===== src/rtl/urxrb_pkg.sv =====
// Package for the serial receive ring buffer: opcodes, character codes,
// default depth and the controller-to-datapath command word.
// No dependencies.
`timescale 1ns / 1ps
`default_nettype none

package urxrb_pkg;

    localparam int unsigned DEFAULT_RING_DEPTH = 16;

    localparam int unsigned OP_W     = 2;
    localparam int unsigned BYTE_W   = 8;
    localparam int unsigned FILL_W   = 4;

    localparam logic [OP_W-1:0] OP_PUSH   = 2'd0;
    localparam logic [OP_W-1:0] OP_PEEK   = 2'd1;
    localparam logic [OP_W-1:0] OP_GET    = 2'd2;
    localparam logic [OP_W-1:0] OP_STATUS = 2'd3;

    localparam logic [BYTE_W-1:0] CHAR_LF    = 8'd10;
    localparam logic [BYTE_W-1:0] CHAR_CR    = 8'd13;
    localparam logic [BYTE_W-1:0] EMPTY_CODE = 8'hFF;

    // Commands from the controller to the datapath.
    typedef struct packed {
        logic capture;  // latch the incoming word and launch the ring read
        logic execute;  // apply the operation and load the result register
    } ctl_cmd_t;

endpackage

`default_nettype wire


===== src/rtl/uart_rx_ring_buffer.sv =====
// Receive FIFO of a serial port: ring of RING_DEPTH bytes, one slot kept empty.
// An accepted word is captured (opcode, byte, ring read), then executed into the
// result register once that register is free; no new word is taken meanwhile.
// A new word is taken while the previous result still waits.
// Reset: pointers to zero (ring empty), line-end notify off, no clearing pass.
`timescale 1ns / 1ps
`default_nettype none

module uart_rx_ring_buffer #(
    parameter int unsigned RING_DEPTH = urxrb_pkg::DEFAULT_RING_DEPTH
) (
    input  wire logic                           clk,
    input  wire logic                           rst_n,
    // configuration: line-end notify enable
    input  wire logic                           cfg_wr_en,
    input  wire logic                           cfg_wr_data,
    // request channel
    input  wire logic                           in_valid,
    output logic                                in_stall,
    input  wire logic [urxrb_pkg::OP_W-1:0]     opcode,
    input  wire logic [urxrb_pkg::BYTE_W-1:0]   rx_byte,
    // result channel
    output logic                                out_valid,
    input  wire logic                           out_stall,
    output logic [urxrb_pkg::BYTE_W-1:0]        read_byte,
    output logic                                had_byte,
    output logic [urxrb_pkg::FILL_W-1:0]        fill_count,
    output logic                                line_end,
    output logic                                dropped
);
    import urxrb_pkg::*;

    ctl_cmd_t cmd;

    // Controller: take a word when idle, then execute it once the result
    // register is free (empty, or being drained this cycle).
    urxrb_ctrl u_ctrl (
        .clk       (clk),
        .rst_n     (rst_n),
        .in_valid  (in_valid),
        .in_stall  (in_stall),
        .out_valid (out_valid),
        .out_stall (out_stall),
        .cmd       (cmd)
    );

    // Datapath: capture launches the ring read at the read pointer; execute
    // decodes the opcode, writes a pushed byte, advances a pointer and
    // loads the result fields.
    urxrb_datapath #(
        .RING_DEPTH (RING_DEPTH)
    ) u_datapath (
        .clk         (clk),
        .rst_n       (rst_n),
        .cmd         (cmd),
        .opcode      (opcode),
        .rx_byte     (rx_byte),
        .cfg_wr_en   (cfg_wr_en),
        .cfg_wr_data (cfg_wr_data),
        .read_byte   (read_byte),
        .had_byte    (had_byte),
        .fill_count  (fill_count),
        .line_end    (line_end),
        .dropped     (dropped)
    );

endmodule

`default_nettype wire


===== src/rtl/urxrb_ctrl.sv =====
// Controller of the serial receive ring buffer: sequences capture and
// execute of one word at a time and owns the result valid flag.
// Depends on urxrb_pkg.
`timescale 1ns / 1ps
`default_nettype none

module urxrb_ctrl (
    input  wire logic               clk,
    input  wire logic               rst_n,
    input  wire logic               in_valid,
    output logic                    in_stall,
    output logic                    out_valid,
    input  wire logic               out_stall,
    output urxrb_pkg::ctl_cmd_t     cmd
);
    import urxrb_pkg::*;

    localparam logic ST_IDLE = 1'b0;
    localparam logic ST_EXEC = 1'b1;

    logic state_reg;
    logic state_next;
    logic out_valid_reg;
    logic out_valid_next;
    logic out_free;

    assign in_stall  = (state_reg != ST_IDLE);
    assign out_valid = out_valid_reg;
    assign out_free  = !out_valid_reg || !out_stall;

    always_comb
    begin
        cmd.capture = 1'b0;
        cmd.execute = 1'b0;
        state_next  = state_reg;
        unique case (state_reg)
            ST_IDLE:
            begin
                if (in_valid)
                begin
                    cmd.capture = 1'b1;
                    state_next  = ST_EXEC;
                end
            end
            ST_EXEC:
            begin
                // hold until the result register can take the new word
                if (out_free)
                begin
                    cmd.execute = 1'b1;
                    state_next  = ST_IDLE;
                end
            end
            default:
            begin
                state_next = ST_IDLE;
            end
        endcase
    end

    always_comb
    begin
        out_valid_next = out_valid_reg;
        if (cmd.execute)
        begin
            out_valid_next = 1'b1;
        end
        else if (out_valid_reg && !out_stall)
        begin
            out_valid_next = 1'b0;
        end
    end

    always_ff @(posedge clk or negedge rst_n)
    begin
        if (!rst_n)
        begin
            state_reg     <= ST_IDLE;
            out_valid_reg <= 1'b0;
        end
        else
        begin
            state_reg     <= state_next;
            out_valid_reg <= out_valid_next;
        end
    end

    a_capture_then_exec: assert property (@(posedge clk) disable iff (!rst_n)
        cmd.capture |=> (state_reg == ST_EXEC))
        else $error("capture did not move controller to execute");

    a_execute_gives_valid: assert property (@(posedge clk) disable iff (!rst_n)
        cmd.execute |=> out_valid_reg)
        else $error("executed word produced no valid result");

    a_no_overwrite: assert property (@(posedge clk) disable iff (!rst_n)
        (out_valid_reg && out_stall) |-> !cmd.execute)
        else $error("stalled result overwritten");

    a_single_cmd: assert property (@(posedge clk) disable iff (!rst_n)
        !(cmd.capture && cmd.execute))
        else $error("capture and execute in the same cycle");

endmodule

`default_nettype wire


===== src/rtl/urxrb_datapath.sv =====
// Datapath of the serial receive ring buffer: byte ring memory, pointers,
// notify register and the result register.
// Depends on urxrb_pkg.
`timescale 1ns / 1ps
`default_nettype none

module urxrb_datapath #(
    parameter int unsigned RING_DEPTH = urxrb_pkg::DEFAULT_RING_DEPTH
) (
    input  wire logic                           clk,
    input  wire logic                           rst_n,
    input  wire urxrb_pkg::ctl_cmd_t            cmd,
    input  wire logic [urxrb_pkg::OP_W-1:0]     opcode,
    input  wire logic [urxrb_pkg::BYTE_W-1:0]   rx_byte,
    input  wire logic                           cfg_wr_en,
    input  wire logic                           cfg_wr_data,
    output logic [urxrb_pkg::BYTE_W-1:0]        read_byte,
    output logic                                had_byte,
    output logic [urxrb_pkg::FILL_W-1:0]        fill_count,
    output logic                                line_end,
    output logic                                dropped
);
    import urxrb_pkg::*;

    localparam int unsigned PTR_W  = $clog2(RING_DEPTH);
    localparam int unsigned FILL_X = (PTR_W > FILL_W) ? PTR_W : FILL_W;

    logic [BYTE_W-1:0] ring_mem [RING_DEPTH];

    logic [OP_W-1:0]   op_reg;
    logic [BYTE_W-1:0] byte_reg;
    logic [BYTE_W-1:0] rd_data_reg;
    logic [PTR_W-1:0]  wp_reg;
    logic [PTR_W-1:0]  wp_next;
    logic [PTR_W-1:0]  rp_reg;
    logic [PTR_W-1:0]  rp_next;
    logic              notify_reg;

    logic [BYTE_W-1:0] read_byte_reg;
    logic [BYTE_W-1:0] read_byte_next;
    logic              had_byte_reg;
    logic [FILL_W-1:0] fill_count_reg;
    logic [FILL_W-1:0] fill_count_next;
    logic              line_end_reg;
    logic              line_end_next;
    logic              dropped_reg;
    logic              dropped_next;

    logic              nonempty;
    logic              full;
    logic [PTR_W-1:0]  wp_inc;
    logic [PTR_W-1:0]  rp_inc;
    logic              mem_we;
    logic [PTR_W-1:0]  fill_ptr;
    logic [FILL_X-1:0] fill_ext;

    assign wp_inc   = wp_reg + PTR_W'(1);
    assign rp_inc   = rp_reg + PTR_W'(1);
    assign nonempty = (rp_reg != wp_reg);
    assign full     = (wp_inc == rp_reg);

    always_comb
    begin
        wp_next        = wp_reg;
        rp_next        = rp_reg;
        read_byte_next = '0;
        line_end_next  = 1'b0;
        dropped_next   = 1'b0;
        mem_we         = 1'b0;
        unique case (op_reg) inside
            OP_PUSH:
            begin
                if (!full)
                begin
                    wp_next       = wp_inc;
                    mem_we        = cmd.execute;
                    line_end_next = notify_reg &&
                                    (byte_reg == CHAR_LF || byte_reg == CHAR_CR);
                end
                else
                begin
                    dropped_next = 1'b1;
                end
            end
            OP_PEEK, OP_GET:
            begin
                if (nonempty)
                begin
                    read_byte_next = rd_data_reg;
                    if (op_reg == OP_GET)
                    begin
                        rp_next = rp_inc;
                    end
                end
                else
                begin
                    read_byte_next = EMPTY_CODE;
                end
            end
            OP_STATUS:
            begin
                read_byte_next = '0;
            end
            default:
            begin
                read_byte_next = '0;
            end
        endcase
    end

    // occupancy after the operation, reported modulo the port width
    assign fill_ptr        = wp_next - rp_next;
    assign fill_ext        = FILL_X'(fill_ptr);
    assign fill_count_next = fill_ext[FILL_W-1:0];

    // ring memory: one write port, one registered read port
    always_ff @(posedge clk)
    begin
        if (mem_we)
        begin
            ring_mem[wp_reg] <= byte_reg;
        end
        if (cmd.capture)
        begin
            rd_data_reg <= ring_mem[rp_reg];
        end
    end

    always_ff @(posedge clk)
    begin
        if (cmd.capture)
        begin
            op_reg   <= opcode;
            byte_reg <= rx_byte;
        end
        if (cmd.execute)
        begin
            read_byte_reg  <= read_byte_next;
            had_byte_reg   <= nonempty;
            fill_count_reg <= fill_count_next;
            line_end_reg   <= line_end_next;
            dropped_reg    <= dropped_next;
        end
    end

    always_ff @(posedge clk or negedge rst_n)
    begin
        if (!rst_n)
        begin
            wp_reg     <= '0;
            rp_reg     <= '0;
            notify_reg <= 1'b0;
        end
        else
        begin
            if (cmd.execute)
            begin
                wp_reg <= wp_next;
                rp_reg <= rp_next;
            end
            if (cfg_wr_en)
            begin
                notify_reg <= cfg_wr_data;
            end
        end
    end

    assign read_byte  = read_byte_reg;
    assign had_byte   = had_byte_reg;
    assign fill_count = fill_count_reg;
    assign line_end   = line_end_reg;
    assign dropped    = dropped_reg;

    a_ptrs_idle: assert property (@(posedge clk) disable iff (!rst_n)
        !cmd.execute |=> ($stable(wp_reg) && $stable(rp_reg)))
        else $error("pointer moved without an executed word");

    a_one_ptr_moves: assert property (@(posedge clk) disable iff (!rst_n)
        !(cmd.execute && (wp_next != wp_reg) && (rp_next != rp_reg)))
        else $error("both pointers advanced in one operation");

    a_no_push_when_full: assert property (@(posedge clk) disable iff (!rst_n)
        (cmd.execute && full) |-> !mem_we)
        else $error("write into a full ring");

endmodule

`default_nettype wire

===== config.mk =====
export PLATFORM = sky130hd
export DESIGN_NAME = uart_rx_ring_buffer
export DESIGN_NICKNAME = d
export VERILOG_FILES = /design/src/rtl/urxrb_pkg.sv /design/src/rtl/uart_rx_ring_buffer.sv /design/src/rtl/urxrb_ctrl.sv /design/src/rtl/urxrb_datapath.sv
export SDC_FILE = /design/constraint.sdc
export NUM_CORES = 1
export LEC_CHECK = 0
export BUFFER_PORTS_ARGS = -buffer_cell sky130_fd_sc_hd__buf_2
export CAP_MARGIN = 25
export CORE_UTILIZATION = 39
export DETAILED_ROUTE_END_ITERATION = 6
export PLACE_DENSITY_LB_ADDON = 0.12
export SKIP_CTS_REPAIR_TIMING = 1
export SYNTH_ARGS = -nofsm -noshare
export SYNTH_HDL_FRONTEND = slang
export SYNTH_HIERARCHICAL = 1
export SYNTH_SLANG_ARGS = --single-unit

===== constraint.sdc =====
create_clock -name clk -period 3.7 [get_ports clk]
set_input_delay 0.185 -clock clk [delete_from_list [all_inputs] [get_ports clk]]
set_output_delay 0.185 -clock clk [all_outputs]
set_load 0.005 [all_outputs]

## Yosys cells after proc, flatten, opt, wreduce, memory -nomap -nowiden

Memories as Yosys holds them, arrays and structs flattened. A register that Yosys moved wholly into a read port is not among the register bits.
Cells that the tools add are included.

| cells by class | value |
|---|---|
| add/subtract/negate cells | 3 |
| eq/ne operators | 6 |
| muxes and demuxes | 19 |
| bitwise gates (word level) | 2 |
| reductions and logical operators | 10 |

Operators with widths:

| cell | count |
|---|---|
| two-way mux 4 bit | 5 |
| == test 8 x 4 -> 1 bit (second input constant) | 2 |
| two-way mux 1 bit | 12 |
| adder 4 x 1 -> 4 bit (second input constant) | 2 |
| two-way mux 8 bit | 1 |
| == test 4 bit | 1 |
| inequality test 4 bit | 1 |
| OR reduction 2 bit | 2 |
| subtractor 4 bit | 1 |
| == test 2 x 1 -> 1 bit (second input constant) | 1 |
| == test 2 bit (second input constant) | 1 |
| logical AND 1 bit | 2 |
| zero test 1 bit | 2 |
| zero test 2 bit | 1 |
| logical OR 1 bit | 2 |
| NOT 1 bit | 2 |
| case mux 1 bit (2 select lines) | 1 |
| nonzero test 2 bit | 1 |

| word-level totals | value |
|---|---|
| flip-flop bits (word level) | 36 |
| memory bits (writable) | 128 |
| output and inout port bits | 17 |
| word-level logic and storage cells | 53 |
| memories kept | 1 |

Memories:

| memory | depth | bits a word | read ports | clocked after memory_dff | write ports | line | RTL |
|---|---|---|---|---|---|---|---|
| u_datapath.ring_mem | 16 | 8 | 1 | 1 | 1 | urxrb_datapath.sv:28 | `logic [BYTE_W-1:0] ring_mem [RING_DEPTH];` |

## Longest topological paths before layout

| logic depth | value |
|---|---|
| word-level depth | 8 |
| depth in mapped cells | 13 |
| gate-level depth less buffers | 13 |

## Hierarchy

The synthesis kept the hierarchy.

Modules (own cells, without submodules):

| module | times used | cells an instance | area each (um^2) |
|---|---|---|---|
| urxrb_datapath | 1 | 393 | 6906.6 |
| urxrb_ctrl | 1 | 7 | 91.3 |

## Worst setup path before layout

OpenSTA, ideal clock, no wires.

| path | value |
|---|---|
| path kind | register to register |
| start point | register u_datapath.wp_reg[0] |
| end point | register u_datapath.fill_count_reg[3] (netlist: u_datapath/fill_count[3]) (data pin) |
| arrival time | 2.806 ns |
| required time | 3.436 ns |
| slack | 0.631 ns |
| cell stages (with the launch flop) | 13 |
| cells stage by stage | dfrtp_1 > inv_1 > ha_1 > xor2_1 > nor3_2 > a21o_1 > mux2_2 > ha_1 > a21o_1 > a31oi_1 > xor2_1 > xnor2_1 > xnor2_1 |

| on the way | value |
|---|---|
| word-level cells in the longest chain between the ends | 5 |
| elaborated cells on any way between the ends | 8 |
| classes of those cells | add/sub (2); eq/ne (2); mux (4) |

RTL lines:

| what | line | RTL |
|---|---|---|
| start, declared | urxrb_datapath.sv:33 | `logic [PTR_W-1:0] wp_reg;` |
| start signal, assigned | urxrb_datapath.sv:158 | `wp_reg <= wp_next;` |
| adder 4 x 1 -> 4 bit (*) | urxrb_datapath.sv:57 | `assign wp_inc = wp_reg + PTR_W'(1);` |
| == test 4 bit | urxrb_datapath.sv:60 | `assign full = (wp_inc == rp_reg);` |
| two-way mux 4 bit (*) | urxrb_datapath.sv:73 | `if (!full)` |
| two-way mux 4 bit (*) | urxrb_datapath.sv:70 | `unique case (op_reg) inside` |
| named net u_datapath.wp_next[1] | urxrb_datapath.sv:34 | `logic [PTR_W-1:0] wp_next;` |
| subtractor 4 bit (*) | urxrb_datapath.sv:112 | `assign fill_ptr = wp_next - rp_next;` |
| named net u_datapath.fill_count_next[3] | urxrb_datapath.sv:43 | `logic [FILL_W-1:0] fill_count_next;` |
| end signal, assigned | urxrb_datapath.sv:140 | `fill_count_reg <= fill_count_next;` |
| end, declared | urxrb_datapath.sv:42 | `logic [FILL_W-1:0] fill_count_reg;` |

The timed path passes the listed nets; every way through them passes the cells marked *.
A chain may end at the register's enable or synchronous reset.

## Worst setup path in the final report

Ends and elaborated chain as after synthesis.

==> summary.txt <==
Clock tree
  – CTS Sinks: 172
  – Total CTS buffers: 17
  – CTS tree: yes
  – H-tree depth: 4
  – Worst-path clk slew: 0.06 ns
  – Root buf cell: clkbuf_16
  – CTS max path bufs: 2
  – Clock latency on the worst-skew pair: 0.42 ns

Critical path
  – Worst r2r path cells: 13
  – WS Path Type: flop to flop
  – Startpoint types: flop
  – Worst EP required: 3.86 ns
  – Worst Path Arrival: 3.47 ns
  – Critical Path End Type: flop
  – Crit Path Max Fanout: 6

Floorplanning
  – Initial Utilization: 40.2%
  – Die area: 18500 um2
  – Die height: 136 um
  – Core area: 17400 um2
  – Boundary Pins: 33
  – Std-Cell Rows: 48
  – Die width: 136 um

Global route
  – GRT overflow: 0
  – Vias in the first global route: 3669
  – Initial antenna violation count: 0
  – Tot GR Track Use: 17.5%
  – First-pass GRT wire length: 22400 um
  – Largest net degree at the start of global routing: 53

Route
  – DR vias: 3631
  – DR iter-0 viols: 190
  – DRT Pass-1 Iters: 4
  – Via density: 5.13
  – Wire per inst: 21.1 um
  – Antenna Nets Post-Route: 0
  – DR DRC count: 0
  – Drt total wl: 15000 um

Status
  – Status: finished clean

STA
  – Final setup vio count: 0
  – Achievable Freq: 303 MHz
  – Final worst-path cycle share: 89.2%
  – Setup Skew: 0.0115 ns
  – Fin Hold WS: 0.181 ns
  – Worst slew margin: 36.1%
  – RSZ-0062 raised after global routing: false
  – Final hold vios: 0
  – Tightest Pin Transition: 0.959 ns
  – Crit path time final: 3.30 ns
  – Final TNS setup: 0 ns
  – Slew Limit Fails: 0

Finish
  – Area grow syn2layout: 17.8%
  – Max reg flops: 128
  – Share of layout cells above drive strength 1: 24.8%
  – Largest register by flop count: u_datapath/ring_mem
  – Reg area: 5110 um2
  – Antenna Cells: 0
  – Filler Cell Count: 1525
  – Final net count: 497
  – Multi-input gate area: 1770 um2
  – Design Area, Final: 8250 um2

Synthesis
  – Yosys warning count: 6
  – Number of synthesized register bits: 172
  – Avg Inst Size Synth: 17.5 um2
  – Distinct cell type count after synthesis: 45
  – Register area share after synthesis: 73.0%
  – Synthesized instance count: 400
  – Post-synth ARST share: 6.40%
  – Post-synth EDFFs: 161
  – Syn Std Cell Area: 7000 um2
  – Mapped Nets: 427
  – Top_reg_cell synth: edfxtp_1

Placement
  – Detailed placement HPWL: 9520 um
  – Placed cell areas: 7560 um2
  – Port bufs: 32
  – RD Place Congestion: 0.794

Min path
  – Hold/Removal Path Class: primary input to async pin

Pwr
  – Pwr Density: 685 nW/um2
  – Lkg Pwr: 0.00285 uW
  – Peak VDD IR: 0.587 mV

Run
  – Maxcap violations: 0
## layout by cell type, fill, tap and decap left out, types with 2 or more instances in the layout
master / instances
buf_2: 32
o21a_1: 8
mux2_2: 11
ha_1: 10
nand4_1: 2
edfxtp_1: 161
inv_8: 2
clkinv_1: 2
nand2b_1: 4
nand2_1: 17
clkbuf_16: 17
clkinvlp_4: 2
xnor2_1: 14
o21ai_0: 18
a22oi_1: 8
xor2_1: 6
mux4_2: 16
a21o_1: 2
nand3_1: 3
mux2i_1: 25
nor2_1: 14
clkinv_4: 2
a221oi_1: 8
inv_1: 10
dfrtp_1: 10
dlygate4sd3_1: 14
clkinv_2: 2
a21oi_1: 8
buf_4: 23
inv_6: 3
nor3_1: 5
## worst paths after layout
| path | start | to | slack [ns] |
|---|---|---|---|
| hold / removal | rst_n | u_datapath/notify_reg | 0.18 |
| setup reg to reg | u_datapath/wp_reg[0] | u_datapath/fill_count[3] | 0.40 |
| hold reg to reg | u_datapath/rd_data_reg[4] | u_datapath/read_byte[4] | 0.54 |
| min in group clk | in_valid | u_datapath/op_reg[1] | 0.24 |
| max in group asynchronous | rst_n | u_datapath/rp_reg[0] | 3.27 |
| setup / recovery | u_datapath/wp_reg[0] | u_datapath/fill_count[3] | 0.40 |
## synthesized netlist by cell type, types with 2 or more instances
library cell  number  share of area [%]
a21o_1             2               0.21
a21oi_1            8               0.57
a221oi_1           8                1.0
a22oi_1            8               0.86
buf_1              2               0.11
buf_2              6               0.43
clkbuf_1          10               0.54
dfrtp_1           11                3.9
edfxtp_1         161                 69
ha_1              10                1.8
inv_1             10               0.54
mux2_2            11                1.8
mux2i_1           25                3.6
mux4_2            16                5.1
nand2_1           17               0.91
nand2b_1           4               0.36
nand3_1            3               0.21
nand4_1            2               0.18
nor2_1            14               0.75
nor3_1             5               0.36
o21a_1             8               0.86
o21ai_0           18                1.3
xnor2_1           14                1.8
xor2_1             6               0.75
## critical path, stage by stage (launching register included)
cell     delay [ns]
dfrtp_1        0.45
inv_1          0.14
ha_1           0.36
xor2_1         0.16
nor3_2         0.36
a21o_1         0.27
nor2_1         0.08
xor2_1         0.14
ha_1           0.34
a21o_1         0.17
a31oi_1        0.16
xor2_1         0.19
xnor2_1        0.15
xnor2_1        0.08
## cell families after synthesis
group | after synthesis | synth area share, %
xor gates and xnor gates | 21 | 2.84
buffers and inverters | 29 | 1.72
AOI/OAI and AO/OA | 59 | 5.86
adders and majority gates | 11 | 2.07
DFF | 172 | 73.0
and+or+nand+nor | 56 | 3.99
muxes | 52 | 10.5
## per-stage QoR
| step | total power [uW] | util (%) | setup slack (ns) | cells |
|---|---|---|---|---|
| finish | 5650 | 47.3 | 0.398 | 708 |
| global route | 5940 | 47.3 | 0.140 | 708 |
| CTS | 5710 | 46.5 | 0.399 | 694 |
| detailed placement | 4070 | 43.4 | 0.426 | 662 |
| global placement | 4050 | 43.3 | 0.480 | 661 |
| floorplan | 3620 | - | 0.631 | 400 |
## power by group
part           internal [uW]  total, uW  switching, uW
clock                    873       1630            761
combinational            686       1530            844
sequential              2360       2490            126
total                   3920       5650           1730
## routing by layer
| metal | vias to the layer above | track usage (%) | wire [um] |
|---|---|---|---|
| met5 | - | 0 | 0 |
| met4 | 0 | 4.88 | 159 |
| met3 | 9 | 4.74 | 876 |
| met2 | 81 | 27.7 | 7350 |
| met1 | 1842 | 23.6 | 6590 |
| li1 | 1699 | - | - |
## layout make-up
| cell class | count | area share (%) |
|---|---|---|
| Timing Repair Buffer | 70 | 6.07 |
| Sequential cell | 172 | 62.0 |
| Multi-Input combinational cell | 199 | 21.5 |
| Clock buffer | 18 | 5.20 |
| Tap cell | 225 | 3.41 |
| Inverter | 10 | 0.455 |
| Clock inverter | 14 | 1.40 |
Power figures use the tool's default switching activity.
